--- src/qmr_pkg.sv ---
package qmr_pkg;

	// word format
	localparam int WORD_BITS     = 16;
	localparam int FRACTION_BITS = 14;

	// one extra bit holds the conjugate of the most negative word exactly
	localparam int OPND_BITS = WORD_BITS + 1;
	localparam int PROD_BITS = 2 * OPND_BITS;
	localparam int TERM_BITS = PROD_BITS - FRACTION_BITS;
	localparam int SUM_BITS  = TERM_BITS + 2;

	localparam int QUEUE_DEPTH = 2;
	localparam int QPTR_BITS   = $clog2(QUEUE_DEPTH);
	localparam int QCNT_BITS   = $clog2(QUEUE_DEPTH + 1);

	// component positions
	localparam int CW = 0;
	localparam int CX = 1;
	localparam int CY = 2;
	localparam int CZ = 3;

	typedef enum logic {
		ACT_MULTIPLY = 1'b0,
		ACT_ROTATE   = 1'b1
	} action_t;

	typedef logic signed [WORD_BITS-1:0] word_t;
	typedef logic signed [OPND_BITS-1:0] opnd_t;
	typedef logic signed [TERM_BITS-1:0] term_t;
	typedef logic signed [SUM_BITS-1:0]  sum_t;

	typedef opnd_t [3:0]  quad_t;
	typedef word_t [3:0]  wquad_t;
	typedef term_t [15:0] terms_t;
	typedef sum_t [3:0]   sums_t;

	localparam logic signed [PROD_BITS-1:0] ROUND_BIAS =
		{{(PROD_BITS-FRACTION_BITS){1'b0}}, 1'b1, {(FRACTION_BITS-1){1'b0}}};
	localparam sum_t SAT_HI = {{(SUM_BITS-WORD_BITS+1){1'b0}}, {(WORD_BITS-1){1'b1}}};
	localparam sum_t SAT_LO = {{(SUM_BITS-WORD_BITS+1){1'b1}}, {(WORD_BITS-1){1'b0}}};
	localparam word_t WORD_MAX = {1'b0, {(WORD_BITS-1){1'b1}}};
	localparam word_t WORD_MIN = {1'b1, {(WORD_BITS-1){1'b0}}};

	typedef struct packed {
		logic  action;
		word_t first_w;
		word_t first_x;
		word_t first_y;
		word_t first_z;
		word_t second_w;
		word_t second_x;
		word_t second_y;
		word_t second_z;
	} in_item_t;

	typedef struct packed {
		word_t result_w;
		word_t result_x;
		word_t result_y;
		word_t result_z;
		logic  saturated;
	} out_item_t;

	// classified work for the back end: first pass a*b, second pass t*c
	typedef struct packed {
		logic  rot;
		quad_t a;
		quad_t b;
		quad_t c;
	} job_t;

	typedef struct packed {
		logic                 full;
		logic                 avail;
		logic [QCNT_BITS-1:0] count;
	} q_stat_t;

	typedef struct packed {
		logic  clip;
		word_t val;
	} sat_t;

	// exact product, round half up, drop fraction bits
	function automatic term_t mul_round(opnd_t a, opnd_t b);
		logic signed [PROD_BITS-1:0] p;
		p = a * b;
		p = p + ROUND_BIAS;
		return term_t'(p[PROD_BITS-1:FRACTION_BITS]);
	endfunction

	// Hamilton sums from rounded terms, term index 4*i+j = a[i]*b[j]
	function automatic sums_t ham_sums(terms_t p);
		sum_t  e [16];
		sums_t s;
		int    k;
		for (k = 0; k < 16; k++) begin
			e[k] = SUM_BITS'($signed(p[k]));
		end
		s[CW] = e[0] - e[5] - e[10] - e[15];
		s[CX] = e[1] + e[4] + e[11] - e[14];
		s[CY] = e[2] + e[8] + e[13] - e[7];
		s[CZ] = e[3] + e[12] + e[6] - e[9];
		return s;
	endfunction

	function automatic sat_t saturate(sum_t v);
		sat_t r;
		if (v > SAT_HI) begin
			r.clip = 1'b1;
			r.val  = WORD_MAX;
		end else if (v < SAT_LO) begin
			r.clip = 1'b1;
			r.val  = WORD_MIN;
		end else begin
			r.clip = 1'b0;
			r.val  = word_t'(v[WORD_BITS-1:0]);
		end
		return r;
	endfunction

	function automatic job_t classify(in_item_t it);
		job_t j;
		j.rot   = (it.action == ACT_ROTATE);
		j.a[CW] = OPND_BITS'(it.first_w);
		j.a[CX] = OPND_BITS'(it.first_x);
		j.a[CY] = OPND_BITS'(it.first_y);
		j.a[CZ] = OPND_BITS'(it.first_z);
		j.b[CW] = j.rot ? '0 : OPND_BITS'(it.second_w);
		j.b[CX] = OPND_BITS'(it.second_x);
		j.b[CY] = OPND_BITS'(it.second_y);
		j.b[CZ] = OPND_BITS'(it.second_z);
		j.c[CW] = j.a[CW];
		j.c[CX] = -j.a[CX];
		j.c[CY] = -j.a[CY];
		j.c[CZ] = -j.a[CZ];
		return j;
	endfunction

endpackage

--- src/qmr_queue.sv ---
module qmr_queue (
	input  logic             clk,
	input  logic             arst_n,
	input  logic             push,
	input  qmr_pkg::job_t    push_job,
	input  logic             pop,
	output qmr_pkg::job_t    pop_job,
	output qmr_pkg::q_stat_t stat
);
	import qmr_pkg::*;

	job_t                 mem_q [QUEUE_DEPTH];
	logic [QPTR_BITS-1:0] wr_ptr_q;
	logic [QPTR_BITS-1:0] rd_ptr_q;
	logic [QCNT_BITS-1:0] count_q;

	function automatic logic [QPTR_BITS-1:0] ptr_next(logic [QPTR_BITS-1:0] p);
		if (p == QPTR_BITS'(QUEUE_DEPTH - 1)) begin
			return '0;
		end
		return p + 1'b1;
	endfunction

	assign stat.full  = (count_q == QCNT_BITS'(QUEUE_DEPTH));
	assign stat.avail = (count_q != '0);
	assign stat.count = count_q;
	assign pop_job    = mem_q[rd_ptr_q];

	always_ff @(posedge clk or negedge arst_n) begin
		if (!arst_n) begin
			wr_ptr_q <= '0;
			rd_ptr_q <= '0;
			count_q  <= '0;
		end else begin
			if (push) begin
				wr_ptr_q <= ptr_next(wr_ptr_q);
			end
			if (pop) begin
				rd_ptr_q <= ptr_next(rd_ptr_q);
			end
			if (push && !pop) begin
				count_q <= count_q + 1'b1;
			end else if (pop && !push) begin
				count_q <= count_q - 1'b1;
			end
		end
	end

	always_ff @(posedge clk) begin
		if (push) begin
			mem_q[wr_ptr_q] <= push_job;
		end
	end

endmodule

--- config.mk ---
export PLATFORM = sky130hd
export DESIGN_NAME = qmr_queue
export DESIGN_NICKNAME = d
export VERILOG_FILES = /design/src/qmr_pkg.sv /design/src/qmr_queue.sv
export SDC_FILE = /design/constraint.sdc
export NUM_CORES = 1
export LEC_CHECK = 0
export BUFFER_PORTS_ARGS = -buffer_cell sky130_fd_sc_hd__buf_2
export CORE_ASPECT_RATIO = 1.1
export CORE_MARGIN = 4
export CORE_UTILIZATION = 44
export CTS_CLUSTER_SIZE = 28
export DETAILED_ROUTE_END_ITERATION = 8
export GPL_TIMING_DRIVEN = 0
export PLACE_DENSITY = 0.72
export SLEW_MARGIN = 10
export SYNTH_ARGS = -nofsm -noshare
export SYNTH_HDL_FRONTEND = slang
export SYNTH_SLANG_ARGS = --single-unit
--- constraint.sdc ---
create_clock -name clk -period 27.5 [get_ports clk]
set_clock_uncertainty 0.1 [all_clocks]
set_input_delay 1.375 -clock clk [delete_from_list [all_inputs] [get_ports clk]]
set_output_delay 1.375 -clock clk [all_outputs]
set_load 0.05 [all_outputs]
Yosys cells after proc, flatten, opt, wreduce, memory -nomap -nowiden --
Memory sizes are Yosys's and may differ from the RTL's. Cells that the tools add are included.
Word-level totals: bits in registers 4, bits in writable memories 410, word-level logic and storage cells 27, memories 1
Memories:
- mem_q | depth 2, bits a word 205, rd ports 1, clocked after memory_dff 0, write ports 1, RTL line qmr_queue.sv:12 | job_t mem_q [QUEUE_DEPTH];
Cells by class: add/sub/neg operators 4, equality and inequality tests 1, mux-type cells 12, reduce and logical (&&, ||, !) cells 6
Operator list (count):
- $mux 1 | 10
- $mux 2 | 2
- $reduce_bool 2->1 | 2
- $add 1x1->1 const B | 2
- $add 2x1->2 const B | 1
- $eq 2x2->1 const B | 1
- $logic_and 1x1->1 | 2
- $logic_not 1->1 | 2
- $sub 2x1->2 const B | 1

Logic depth before layout (Yosys ltp) --
depth in word-level cells 4, gate-level depth with buffers 5

Worst setup path after synthesis --
Ideal clock, no wire load.
path type input to register, start input push, end memory mem_q[0][0] (netlist name) (enable), setup time 0.798 ns, arrival 10.212 ns, slack 16.390 ns, stages 1, path through nor2b_1
On the way: cells in the longest elaborated chain, start to end 2
RTL lines:
- from (decl) | RTL line qmr_queue.sv:4 | input logic push,
- $mux 1 | RTL line qmr_queue.sv:50 | if (push) begin
- $mux 1 (implied by the code) | RTL line qmr_queue.sv:51 | mem_q[wr_ptr_q] <= push_job;
- to (decl) | RTL line qmr_queue.sv:12
No other way between the ends.

==> impl_summary.txt <==
----------------------------------------------------
[Timing]
  Setup TNS ... 0 ps
  Worst Tran Pin Value ... between 700 and 800 ps
  Portion of the clock cycle consumed by the worst path in the final layout ... 12.7%
  Min cycle time layout ... ~3500 ps
  Final number of max-transition violations ... 0
  Achievable frequency ... between 0.2 and 0.3 GHz
  Final number of hold-violating endpoints ... 0
  Max-slew headroom at the worst pin ... 48.3%
  RSZ-0062 raised after global routing ... no
  Number of setup violations in the final report ... 0

[Placed design]
  HPWL reported at the end of detailed placement ... around 23 mm
  DP Cell Count ... between 1500 and 2000
  Placer congestion estimate ... around 0.73
  I/O Buffers ... 417

[Synth]
  Post-synthesis register bit count ... approximately 410
  Syn Std Cell Area ... around 0.016 mm^2
  Yosys warning total ... 0
  Share of the synthesized area in the top cell type ... about four fifths
  Post-synthesis share of cell area spent on xor and xnor gates ... 0.282%
  Adder-cell share of the synthesized area ... 0.0804%
  Syn nets ... 864
  Avg Cell Area, Syn ... ~24 um^2
  Complex-gate fraction of the synthesized area ... 0%
  Sequential-to-total area share from yosys stat ... about four fifths
  Number of unique standard cell types used by synthesis ... 14
  Post-Synthesis Cells ... between 600 and 700
  Synth Area in Simple Gates ... 0.185%
  Dominant combinational cell family by area after synthesis ... multiplexers
  Multiplexer share of the synthesized area ... a little under a fifth
  Top cell type by total area after synthesis ... sky130_fd_sc_hd__edfxtp_1
  Top cells by area, synth ... sky130_fd_sc_hd__edfxtp_1 79%, sky130_fd_sc_hd__mux2_4 14%, sky130_fd_sc_hd__mux2_2 4.7%, sky130_fd_sc_hd__buf_6 1.2%, sky130_fd_sc_hd__dfrtp_1 0.64%

[Cells and area]
  Fraction of layout instances using a drive strength above 1 ... 61.5%
  Area overhead of the layout relative to synthesis ... 27.1%
  Number of fill cells in the layout ... about 2600
  Most common cell after layout, fill and taps aside ... sky130_fd_sc_hd__buf_2
  Final design utilization ... between 50 and 60%
  Post-route insts no fill ... approximately 1600
  Register area ... 0.0124 mm^2
  Most frequent cells in the layout ... 423 x sky130_fd_sc_hd__buf_2, 410 x sky130_fd_sc_hd__edfxtp_1, 140 x sky130_fd_sc_hd__mux2_4, 65 x sky130_fd_sc_hd__mux2_2, 45 x sky130_fd_sc_hd__clkbuf_16
  Area occupied by multi-input gates ... roughly 0.003 mm^2
  Number of nets in the layout ... between 1000 and 1500

[Floorplanning]
  Effective utilization at floorplan ... 45.0%
  Height of the chip ... approximately 210 um
  Number of top-level design ports ... 418
  Total number of placement rows ... a little over 70
  Total die area ... 0.0384 mm^2
  Core footprint ... ~0.035 mm^2
  Die Width ... between 150 and 200 um

[Drt]
  Ratio of routed vias to standard cells ... roughly 4.9
  Number of detailed-route iterations in the first pass ... 4
  1st-iter DRT viols ... about 350
  Sum of routed wire length over all layers ... 32.1 mm
  Via count ... 7782
  Antenna violation net count after detailed routing ... 0
  DRC violations left ... 0
  Drt wl/cell ... about 20 um

[Worst setup path]
  Worst-case register-to-register setup slack ... roughly 25000 ps
  Data arrival time of the worst path ... ~2000 ps
  Data required time at the worst endpoint ... ~26000 ps
  Startpoint of the worst-slack reg-to-reg timing path ... wr_ptr_q
  Maximum fanout along the worst path ... 10
  Kind of critical path ... reg2out
  Kind of end point of the critical path ... primary output
  Startpoint of the most critical setup path ... rd_ptr_q
  Startpoint types ... flop

[Job]
  Number of maximum-capacitance constraint violations ... 0

[GRT]
  Global-route usage over all layers ... approximately 16%
  Wire length of the first global-routing pass ... 47.5 mm
  Grt total ovfl ... 0
  Largest net degree at the start of global routing ... 60
  Antenna violations before repair ... 8
  Vias in the first global route ... 8265

[CTS]
  Post-CTS Hold Buffers ... 0
  Post-CTS setup buffer count ... 0
  TritonCTS buffer count ... 43
  Clock Pin Slew Worst Setup and Hold Paths ... 50 ps
  CTS tree ... done
  Number of gates resized after CTS ... 0
  H-tree depth reported by CTS ... 2
  Max clock buf depth ... 3
  Root buffer cell ... sky130_fd_sc_hd__clkbuf_16
  Worst-skew pair later-pin latency ... between 500 and 600 ps
  Number of clock sinks ... approximately 410

[Power]
  Internal power component ... ~1.5 mW
  Peak ir drop on the vdd network ... around 0.074 mV
  Power dissipated by switching net loads ... 984 uW
  Leakage ... approximately 7.9 nW
  Switching Fraction ... approximately 40%
  Part of the total power dissipated in combinational logic ... a little over two fifths
  Part of the power in registers ... a little over a third
  P per Cell Area ... about 120 mW/mm^2
  Clock power frac ... 21.2%

[Status]
  Result of the run ... complete, no violations

[Hold path]
  Min-Delay Startpoint ... count_q[1]
  Hold/Removal Path Class ... reg2reg

----------------------------------------------------
## cell usage after synthesis
cell type / instances
sky130_fd_sc_hd__and2_1: 1
sky130_fd_sc_hd__buf_2: 6
sky130_fd_sc_hd__buf_6: 17
sky130_fd_sc_hd__dfrtp_1: 4
sky130_fd_sc_hd__edfxtp_1: 410
sky130_fd_sc_hd__ha_1: 1
sky130_fd_sc_hd__inv_1: 1
sky130_fd_sc_hd__mux2_2: 65
sky130_fd_sc_hd__mux2_4: 140
sky130_fd_sc_hd__nor2_1: 1
sky130_fd_sc_hd__nor2b_1: 2
sky130_fd_sc_hd__or2_2: 1
sky130_fd_sc_hd__xnor2_1: 1
sky130_fd_sc_hd__xor2_1: 4
## worst paths after layout
path | end | depth (start not counted)
worst max-delay path | pop_job[102] | 5
worst min-delay path | count_q[1] | 1
worst max register to register | mem_q[0][119] | 5
worst min register to register | count_q[1] | 1
max in group asynchronous | rd_ptr_q | 1
min in group asynchronous | count_q[0] | 1
## stage by stage
stage | area, um^2 | power [mW] | hold slack (ps) | setup slack (ps)
3_5_place_dp | 18500 | 1.96 | 407 | 23920
3_3_place_gp | 18200 | 1.99 | 367 | 10790
4_1_cts | 19800 | 2.49 | 420 | 23930
2_1_floorplan | 15600 | 1.75 | 353 | 16390
5_1_grt | 19800 | 2.56 | 445 | 23910
6_report | 19800 | 2.46 | 419 | 24020
## registers in the layout, summed over array words and instances, names as in the netlist
| register | count |
|---|---|
| count_q | 2 |
| wr_ptr_q | 1 |
| rd_ptr_q | 1 |
| mem_q | 410 |
## critical path, stage by stage, from the launching register on
cell and delay, ps:
sky130_fd_sc_hd__dfrtp_1 330, sky130_fd_sc_hd__buf_6 140, sky130_fd_sc_hd__buf_6 220, sky130_fd_sc_hd__buf_6 220
sky130_fd_sc_hd__mux2_4 340, sky130_fd_sc_hd__buf_2 220
## routing by layer
metal	vias up	track usage (%)	wire length, um
li1	3572	-	-
met1	3827	17.5	11400
met2	309	29.4	17000
met3	66	5.73	2740
met4	8	4.97	907
met5	-	0	48
## power by group through the flow
stage                     Combinational (mW)  Sequential, mW  Clock [mW]
after floorplan                        0.835           0.913           0
after global placement                  1.05           0.934           0
after detailed placement                1.09           0.877           0
after CTS                               1.09           0.864       0.538
after global routing                    1.12           0.873       0.565
final                                   1.07           0.863       0.521
## area by class of cell
| class | count | share of cell area, % |
|---|---|---|
| Sequential cell | 414 | 62.8 |
| Multi-Input combinational cell | 216 | 14.8 |
| Timing Repair Buffer | 429 | 12.0 |
| Clock buffer | 59 | 5.96 |
| Tap cell | 438 | 2.77 |
| Buffer | 23 | 1.12 |
| Clock inverter | 19 | 0.468 |
| Antenna cell | 4 | 0.0506 |
| Inverter | 1 | 0.0190 |
## cell families (layout without fill, tap and decap cells)
| group | after synthesis | in the layout |
|---|---|---|
| simple gates | 5 | 5 |
| buf+inv | 24 | 531 |
| fa+ha+maj | 1 | 1 |
| xor+xnor | 5 | 5 |
| mux | 205 | 205 |
| other cells | 0 | 4 |
| flops | 414 | 414 |
No activity file was read; power rests on OpenSTA's default activity.
