`config.mk`:
```
export PLATFORM = sky130hd
export DESIGN_NAME = qmr_front
export DESIGN_NICKNAME = d
export VERILOG_FILES = /design/src/qmr_pkg.sv /design/src/qmr_front.sv
export SDC_FILE = /design/constraint.sdc
export NUM_CORES = 1
export LEC_CHECK = 0
export BUFFER_PORTS_ARGS = -buffer_cell sky130_fd_sc_hd__buf_2
export CAP_MARGIN = 10
export CORE_AREA = 2 2 135 137
export DETAILED_ROUTE_END_ITERATION = 12
export DIE_AREA = 0 0 137 139
export PLACE_DENSITY = 0.68
export RECOVER_POWER = 25
export SLEW_MARGIN = 20
export SYNTH_ARGS = -nofsm -noshare
export SYNTH_HDL_FRONTEND = slang
export SYNTH_SLANG_ARGS = --single-unit
```
`constraint.sdc`:
```
create_clock -name clk -period 16.7 [get_ports clk]
set_input_delay 1.67 -clock clk [delete_from_list [all_inputs] [get_ports clk]]
set_output_delay 1.67 -clock clk [all_outputs]
set_load 0.02 [all_outputs]
```
`src/qmr_pkg.sv`:
```
package qmr_pkg;

	// word format
	localparam int WORD_BITS     = 16;
	localparam int FRACTION_BITS = 14;

	// one extra bit holds the conjugate of the most negative word exactly
	localparam int OPND_BITS = WORD_BITS + 1;
	localparam int PROD_BITS = 2 * OPND_BITS;
	localparam int TERM_BITS = PROD_BITS - FRACTION_BITS;
	localparam int SUM_BITS  = TERM_BITS + 2;

	localparam int QUEUE_DEPTH = 2;
	localparam int QPTR_BITS   = $clog2(QUEUE_DEPTH);
	localparam int QCNT_BITS   = $clog2(QUEUE_DEPTH + 1);

	// component positions
	localparam int CW = 0;
	localparam int CX = 1;
	localparam int CY = 2;
	localparam int CZ = 3;

	typedef enum logic {
		ACT_MULTIPLY = 1'b0,
		ACT_ROTATE   = 1'b1
	} action_t;

	typedef logic signed [WORD_BITS-1:0] word_t;
	typedef logic signed [OPND_BITS-1:0] opnd_t;
	typedef logic signed [TERM_BITS-1:0] term_t;
	typedef logic signed [SUM_BITS-1:0]  sum_t;

	typedef opnd_t [3:0]  quad_t;
	typedef word_t [3:0]  wquad_t;
	typedef term_t [15:0] terms_t;
	typedef sum_t [3:0]   sums_t;

	localparam logic signed [PROD_BITS-1:0] ROUND_BIAS =
		{{(PROD_BITS-FRACTION_BITS){1'b0}}, 1'b1, {(FRACTION_BITS-1){1'b0}}};
	localparam sum_t SAT_HI = {{(SUM_BITS-WORD_BITS+1){1'b0}}, {(WORD_BITS-1){1'b1}}};
	localparam sum_t SAT_LO = {{(SUM_BITS-WORD_BITS+1){1'b1}}, {(WORD_BITS-1){1'b0}}};
	localparam word_t WORD_MAX = {1'b0, {(WORD_BITS-1){1'b1}}};
	localparam word_t WORD_MIN = {1'b1, {(WORD_BITS-1){1'b0}}};

	typedef struct packed {
		logic  action;
		word_t first_w;
		word_t first_x;
		word_t first_y;
		word_t first_z;
		word_t second_w;
		word_t second_x;
		word_t second_y;
		word_t second_z;
	} in_item_t;

	typedef struct packed {
		word_t result_w;
		word_t result_x;
		word_t result_y;
		word_t result_z;
		logic  saturated;
	} out_item_t;

	// classified work for the back end: first pass a*b, second pass t*c
	typedef struct packed {
		logic  rot;
		quad_t a;
		quad_t b;
		quad_t c;
	} job_t;

	typedef struct packed {
		logic                 full;
		logic                 avail;
		logic [QCNT_BITS-1:0] count;
	} q_stat_t;

	typedef struct packed {
		logic  clip;
		word_t val;
	} sat_t;

	// exact product, round half up, drop fraction bits
	function automatic term_t mul_round(opnd_t a, opnd_t b);
		logic signed [PROD_BITS-1:0] p;
		p = a * b;
		p = p + ROUND_BIAS;
		return term_t'(p[PROD_BITS-1:FRACTION_BITS]);
	endfunction

	// Hamilton sums from rounded terms, term index 4*i+j = a[i]*b[j]
	function automatic sums_t ham_sums(terms_t p);
		sum_t  e [16];
		sums_t s;
		int    k;
		for (k = 0; k < 16; k++) begin
			e[k] = SUM_BITS'($signed(p[k]));
		end
		s[CW] = e[0] - e[5] - e[10] - e[15];
		s[CX] = e[1] + e[4] + e[11] - e[14];
		s[CY] = e[2] + e[8] + e[13] - e[7];
		s[CZ] = e[3] + e[12] + e[6] - e[9];
		return s;
	endfunction

	function automatic sat_t saturate(sum_t v);
		sat_t r;
		if (v > SAT_HI) begin
			r.clip = 1'b1;
			r.val  = WORD_MAX;
		end else if (v < SAT_LO) begin
			r.clip = 1'b1;
			r.val  = WORD_MIN;
		end else begin
			r.clip = 1'b0;
			r.val  = word_t'(v[WORD_BITS-1:0]);
		end
		return r;
	endfunction

	function automatic job_t classify(in_item_t it);
		job_t j;
		j.rot   = (it.action == ACT_ROTATE);
		j.a[CW] = OPND_BITS'(it.first_w);
		j.a[CX] = OPND_BITS'(it.first_x);
		j.a[CY] = OPND_BITS'(it.first_y);
		j.a[CZ] = OPND_BITS'(it.first_z);
		j.b[CW] = j.rot ? '0 : OPND_BITS'(it.second_w);
		j.b[CX] = OPND_BITS'(it.second_x);
		j.b[CY] = OPND_BITS'(it.second_y);
		j.b[CZ] = OPND_BITS'(it.second_z);
		j.c[CW] = j.a[CW];
		j.c[CX] = -j.a[CX];
		j.c[CY] = -j.a[CY];
		j.c[CZ] = -j.a[CZ];
		return j;
	endfunction

endpackage

```
`src/qmr_front.sv`:
```
module qmr_front (
	input  logic              clk,
	input  logic              arst_n,
	input  logic              item_valid,
	output logic              item_stall,
	input  qmr_pkg::in_item_t item,
	input  qmr_pkg::q_stat_t  q_stat,
	output logic              push,
	output qmr_pkg::job_t     push_job
);
	import qmr_pkg::*;

	logic fr_valid_q;
	job_t fr_job_q;

	assign item_stall = fr_valid_q && q_stat.full;
	assign push       = fr_valid_q && !q_stat.full;
	assign push_job   = fr_job_q;

	always_ff @(posedge clk or negedge arst_n) begin
		if (!arst_n) begin
			fr_valid_q <= 1'b0;
		end else if (!item_stall) begin
			fr_valid_q <= item_valid;
		end
	end

	always_ff @(posedge clk) begin
		if (item_valid && !item_stall) begin
			fr_job_q <= classify(item);
		end
	end

endmodule

```
Yosys cells after proc, flatten, opt, wreduce, memory -nomap -nowiden
Index checks and enable logic that the tools add are counted.

Add/sub/neg operators: 3. Reduce and logical (&&, ||, !) cells: 5.

Operator list (count): 16-bit negator with 17-bit output (3); 1-bit logical AND (3); 1-bit zero test (2).

Flip-flop bits (word level): 181. Input port bits: 136. Output and inout bits: 207. Word-level logic and storage cells: 21.

Depth between registers and ports, before layout
Gate-level depths: netlist (run 1).

Word-level depth: 3. Depth in mapped cells: 6. Gate-level depth less buffers: 6.

Worst setup path after synthesis (run 1)
Ideal clock, no wire load.

Path type: input to register. Start: input q_stat[3] (netlist name). End: register, netlist name push_job[100]. Setup time: 0.734 ns. Data arrival time: 9.643 ns. Data required time: 15.966 ns. Path slack: 6.323 ns. Stages: 2. Path buffers: 0. Path through: and2_1 -> nor2b_1.

Cells in the longest elaborated chain, start to end: 3.

Ends and longest elaborated chain: from (decl) (RTL line qmr_front.sv:7) `input qmr_pkg::q_stat_t q_stat,`; 1-bit logical AND (RTL line qmr_front.sv:16) `assign item_stall = fr_valid_q && q_stat.full;`; 1-bit zero test (RTL line qmr_front.sv:29) `if (item_valid && !item_stall) begin`; 1-bit logical AND (RTL line qmr_front.sv:29).

No other way between the ends. A chain may end at the register's enable or synchronous reset.

Worst setup path in the final report (run 1)
Start: input q_stat[3] (netlist name). End: output item_stall.

Cells in the longest elaborated chain, start to end: 1.

Ends and longest elaborated chain: 1-bit logical AND (RTL line qmr_front.sv:16); to (decl) (RTL line qmr_front.sv:5) `output logic item_stall,`.

No other way between the ends.

==> results of run 1 <==
final cells by class:
cell class / instances / area, um^2
fill: 1601 / 8826
multi-input combinational: 137 / 952.2
inverter: 6 / 22.52
antenna: 1 / 2.502
timing repair buffer: 341 / 1645
clock buffer: 18 / 429.2
sequential: 178 / 5340
clock inverter: 14 / 152.6
tap: 229 / 286.5
registers in the layout, summed over array words and instances, names as in the netlist:
register / count
push_job: 177
fr_valid_q: 1
worst max-delay path, stage by stage:
cell	delay, ns
buf_2	0.08
and2_0	0.22
buf_2	0.21
per-layer routing:
metal	part of all wire, %	vias to the layer above	global-route usage, %
met1	37	1999	17.63
met4	2.9	4	8.356
met2	51	206	26.37
met3	9.4	34	6.396
met5	0.16	-	0
li1	-	1931	-
worst max path at each step:
stage,startpoint,endpoint,cells past startpoint
final,q_stat[3],item_stall,3
after floorplan,q_stat[3],push_job[100],2
after detailed placement,q_stat[3],push_job[144],4
after global routing,q_stat[3],item_stall,3
after global placement,q_stat[3],item_stall,3
after CTS,q_stat[3],item_stall,3
per-stage QoR:
stage / total power [W] / instances / util (%) / cell area (um^2) / hold WS (ns)
finish: 0.001027 / 924 / 50.01 / 8831 / 0.7403
global route: 0.001067 / 924 / 50.01 / 8831 / 0.7941
CTS: 0.001042 / 923 / 50.38 / 8895 / 0.6968
detailed placement: 0.0006503 / 891 / 47.08 / 8313 / 0.6782
global placement: 0.0006473 / 891 / 47.08 / 8313 / 0.6634
floorplan: 0.0006061 / 350 / - / 6521 / 0.7440
cell usage in the layout, fill, tap and decap left out, types with 3 or more instances in the layout:
| cell | synthesis | final |
|---|---|---|
| a21oi_1 | 3 | 3 |
| buf_2 | 0 | 286 |
| clkbuf_1 | 1 | 54 |
| clkbuf_16 | 0 | 17 |
| clkinvlp_4 | 0 | 4 |
| edfxtp_1 | 177 | 177 |
| ha_1 | 3 | 3 |
| inv_1 | 6 | 6 |
| inv_6 | 0 | 4 |
| nand2_1 | 15 | 15 |
| nand2b_1 | 3 | 3 |
| nor2_1 | 21 | 21 |
| nor2b_1 | 18 | 17 |
| nor3_1 | 5 | 5 |
| nor4_1 | 9 | 9 |
| xnor2_1 | 27 | 27 |
| xor2_1 | 15 | 15 |
power by group through the flow:
stage	clock, W	sequential (W)	combinational (W)
2_1_floorplan	0	0.000578	0.0000284
3_3_place_gp	0	0.000539	0.000109
3_5_place_dp	0	0.000539	0.000111
4_1_cts	0.000401	0.000530	0.000111
5_1_grt	0.000419	0.000532	0.000116
6_report	0.000389	0.000529	0.000108
cell families after synthesis:
kind of cell,synth area share (%)
DFF,81.89
AOI/OAI and AO/OA,0.2302
xor gates and xnor gates,5.641
and+or+nand+nor,8.039
adders and majority gates,0.5757
buffers and inverters,3.626
==> results_dict.tcl, run 1 <==
set metrics [dict create \
    synth_cell_types 28 \
    synth_edf_count 177 \
    p_int_w 0.0007787 \
    synth_seq_cells 178 \
    cp_max_fo 3 \
    startpoint_type "input pin" \
    drtIter0Drc 139 \
    r2r_cells 3 \
    place_ws_ns 12.88 \
    ir_drop_mv 0.06643 \
    layout_min_cycle_time_ns 3.851 \
    rsz0062_at_grt "false" \
    h-tree-depth 4 \
    switching_share_pct 24.16 \
    drc_errors 0 \
    finClkSkew_ns 0.006524 \
    cts_made_buffers 17 \
    hold_depth 2 \
    powerDensity_nw_per_um2 116.3 \
    place_congestion 0.8900 \
    tightest_slew_ns 1.014 \
    status "finished clean" \
    antenna_found_initial 3 \
    syn_inst 350 \
    vias_per_cell 4.517 \
    netlist_top_cells_area "edfxtp_1, xnor2_1, buf_4" \
    synth_top_area_share_pct 81.50 \
    reg2reg_from "fr_valid_q" \
    fin_crit_sh_pct 23.06 \
    critPathRequiredTime_ns 15.03 \
    drive_gt1_share_pct 47.41 \
    die_w_um 137 \
    critical_path_arrival_ns 2.18 \
    die_area_um2 19040 \
    grt_max_degree 80 \
    area_growth_pct 35.42 \
    min_from "fr_valid_q" \
    leakagePower_nw 3.453 \
    setup_tns_ns 0 \
    power.switching_w 0.0002481 \
    seqPwrFrac_pct 51.6 \
    syn_nets 489 \
    drv_slew 0 \
    slew_headroom_pct 32.39 \
    nets 820 \
    rows 49 \
    final_hold_viol_count 0 \
    ant_nets 0 \
    grt_pass1_wl_um 22870 \
    fin_ws_ns 12.85 \
    regToRegEndpoint "push_job[144]" \
    hp-class "reg -> reg" \
    port_buffers 339 \
    synth.avg_cell_area_um2 18.63 \
    yosys_warnings 0 \
    grt_usage_pct 15.99 \
    dp_hpwl_um 11800 \
    grt_remaining_overflow 0 \
    wl_per_cell_um 16.71 \
    drv_cap 0 \
    p_comb_share_pct 10.5 \
    synthMostInstantiatedCell "edfxtp_1" \
    wl_um 15440 \
    core_area_um2 17660 \
    max_freq_mhz 259.7 \
    design.portCount 343 \
    synth_area_um2 6521 \
    first_global_vias 4186 \
    ff2ff_setup_slack_ns 14.26 \
    clockBufferDepth 2 \
    cts_tree "done" \
    synth_ff_type "edfxtp_1" \
    yosysSeqAreaShare_pct 81.89 \
    cts.sinks 178 \
    clkTransAtPathRegs_ns 0.06 \
    vias 4174 \
    dieHeight_um 139 \
    holdPathEnd "fr_valid_q" \
    cts_hold_repair.buffers 0 \
    async_flop_share_pct 0.5618 \
    end_kind "output port" \
    root_buffer "clkbuf_16" \
    post-cts-setup-buffers 0 \
    clock_latency_ns 0.42 \
    start_util_pct 36.93 \
    firstDrtPassIters 4 \
    setup_viol 0 \
    cts_resized 0 \
    pwr-share-clk_pct 37.9 \
    worstSetupPathType "in -> out" \
    yosys.area.top_type "edfxtp_1" \
    ys_top_cells_by_count "edfxtp_1, buf_4, xnor2_1" \
]
No activity file was read; power rests on OpenSTA's default activity.
==> inputs of run 2 (changes only) <==
- CORE_AREA: 2 2 135 137 -> 2 2 133 135
- DIE_AREA: 0 0 137 139 -> 0 0 135 137
- PLACE_DENSITY: 0.68 -> 0.72
- clock period: 16.7 -> 3.2 ns (I/O delays scaled with it)
==> results_dict.tcl, run 2 (synthesis results as in run 1) <==
set metrics [dict create \
    core_area_um2 17060 \
    layout_min_cycle_time_ns 1.822 \
    end_kind "register" \
    ir_drop_mv 0.3337 \
    status "finished clean" \
    cts_made_buffers 17 \
    port_buffers 339 \
    firstDrtPassIters 4 \
    cts.sinks 178 \
    hold_depth 1 \
    r2r_cells 3 \
    slew_headroom_pct 50.49 \
    reg2reg_from "fr_valid_q" \
    dp.cells 894 \
    place_congestion 0.7588 \
    critPathTopFamily "simple AND/OR/NAND/NOR gates" \
    h-tree-depth 4 \
    critical_path_arrival_ns 1.89 \
    nets 828 \
    startpoint_type "register" \
    leakagePower_nw 3.529 \
    drv_cap 0 \
    cp_max_fo 75 \
    hold_ws_ns 0.07099 \
    min_from "item[12]" \
    crit_path_top_delay_cell "nor2b_4" \
    powerDensity_nw_per_um2 604.1 \
    path_cells "and2_4 -> nor2b_4 -> buf_12" \
    wl_per_cell_um 16.03 \
    first_global_vias 4001 \
    post-cts-setup-buffers 0 \
    layout_commonest_cell "buf_2" \
    worstSetupPathType "reg -> reg" \
    design.portCount 343 \
    tightest_slew_ns 0.7426 \
    hp-class "in -> reg" \
    ant_nets 0 \
    wl_um 14860 \
    grt_max_degree 76 \
    drive_gt1_share_pct 48.29 \
    dp_hpwl_um 11200 \
    largest_reg_flops 177 \
    ff2ff_setup_slack_ns 1.38 \
    setup_viol 0 \
    start_util_pct 38.23 \
    drv_slew 0 \
    holdPathEnd "push_job[131]" \
    crit_buf_inv 1 \
    clockBufferDepth 2 \
    dpl-instance-area_um2 8401 \
    max_freq_mhz 548.7 \
    die_area_um2 18500 \
    drtIter0Drc 197 \
    vias 4128 \
    grt_remaining_overflow 0 \
    area_growth_pct 36.97 \
    fin_crit_sh_pct 56.95 \
    clkTransAtPathRegs_ns 0.07 \
    drc_errors 0 \
    rsz0062_at_grt "false" \
    regToRegEndpoint "push_job[40]" \
    num_antenna_cells 0 \
    cts_hold_repair.buffers 1 \
    fin_cells 927 \
    crit_path_max_incr_delay_ns 0.46 \
    critPathRequiredTime_ns 3.27 \
    finClkSkew_ns 0.009326 \
    final_cell_mix "buf_2, edfxtp_1, clkbuf_1" \
    final_cell_area_um2 8932 \
    rows 48 \
    cts_tree "done" \
    cts_resized 0 \
    die_w_um 135 \
    grt_usage_pct 15.49 \
    vias_per_cell 4.453 \
    antenna_found_initial 1 \
    grt_pass1_wl_um 21330 \
    root_buffer "clkbuf_16" \
    dieHeight_um 137 \
    clock_latency_ns 0.42 \
    final_hold_viol_count 0 \
]
==> run 2: cell count changes in the layout (fill, tap and decap cells not counted), sizes merged <==
| cell | delta |
|---|---|
| buf | +10 |
| clkbuf | -3 |
| clkinvlp | -3 |
| clkinv | +2 |
| diode | -1 |
| dlygate4sd3 | +1 |
| inv | +1 |
==> run 2: final cells by class <==
cell class	instances	area (um^2)
inverters	6	22.52
repair buffers	349	1749
clock inverters	14	155.1
multi-input cells	137	954.7
fillers	1497	8124
well taps	225	281.5
flip-flops and latches	178	5340
clock buffers	18	429.2
==> run 2: power by group <==
part,switching (W),internal [W],leakage (nW),total [W]
Clock,0.000894,0.00117,0.288,0.00206
Combinational,0.000385,0.000193,1.54,0.000578
Sequential,0.0000328,0.00272,1.70,0.00276
Total,0.00131,0.00408,3.53,0.00540
==> run 2: how the worst max path moves through the flow <==
stage / from / slack, ns / endpoint / cells after the start
global route: fr_valid_q / 1.27 / push_job[82] / 3
finish: fr_valid_q / 1.38 / push_job[40] / 3
detailed placement: q_stat[3] / 1.31 / push_job[146] / 5
global placement: item[82] / 1.33 / push_job[49] / 5
floorplan: fr_valid_q / -0.37 / push_job[100] / 2
CTS: fr_valid_q / 1.37 / push_job[148] / 4
==> run 2: metrics by stage <==
stage	total power [W]	setup TNS, ns	setup WS, ns	utilization (%)
after CTS	0.005462	0	1.375	52.74
after floorplan	0.003138	-65.70	-0.3712	-
after global routing	0.005600	0	1.274	52.37
final	0.005396	0	1.378	52.37
after global placement	0.003386	0	1.328	49.25
after detailed placement	0.003401	0	1.313	49.25
==> run 2: routing by layer <==
layer  GRT usage (%)  vias to the layer above  wire, um
li1                -                     1947         -
met1           17.85                     1925      5521
met2           26.25                      231      7558
met3           6.222                       23      1513
met4           5.556                        2       252
met5               0                        -        14
==> run 2: worst reg2reg max path: cells and delay by family, from the launching register on <==
family	cells	cell delay (ns)
buf+inv	1	0.42
flops	1	0.39
simple gates	2	0.62
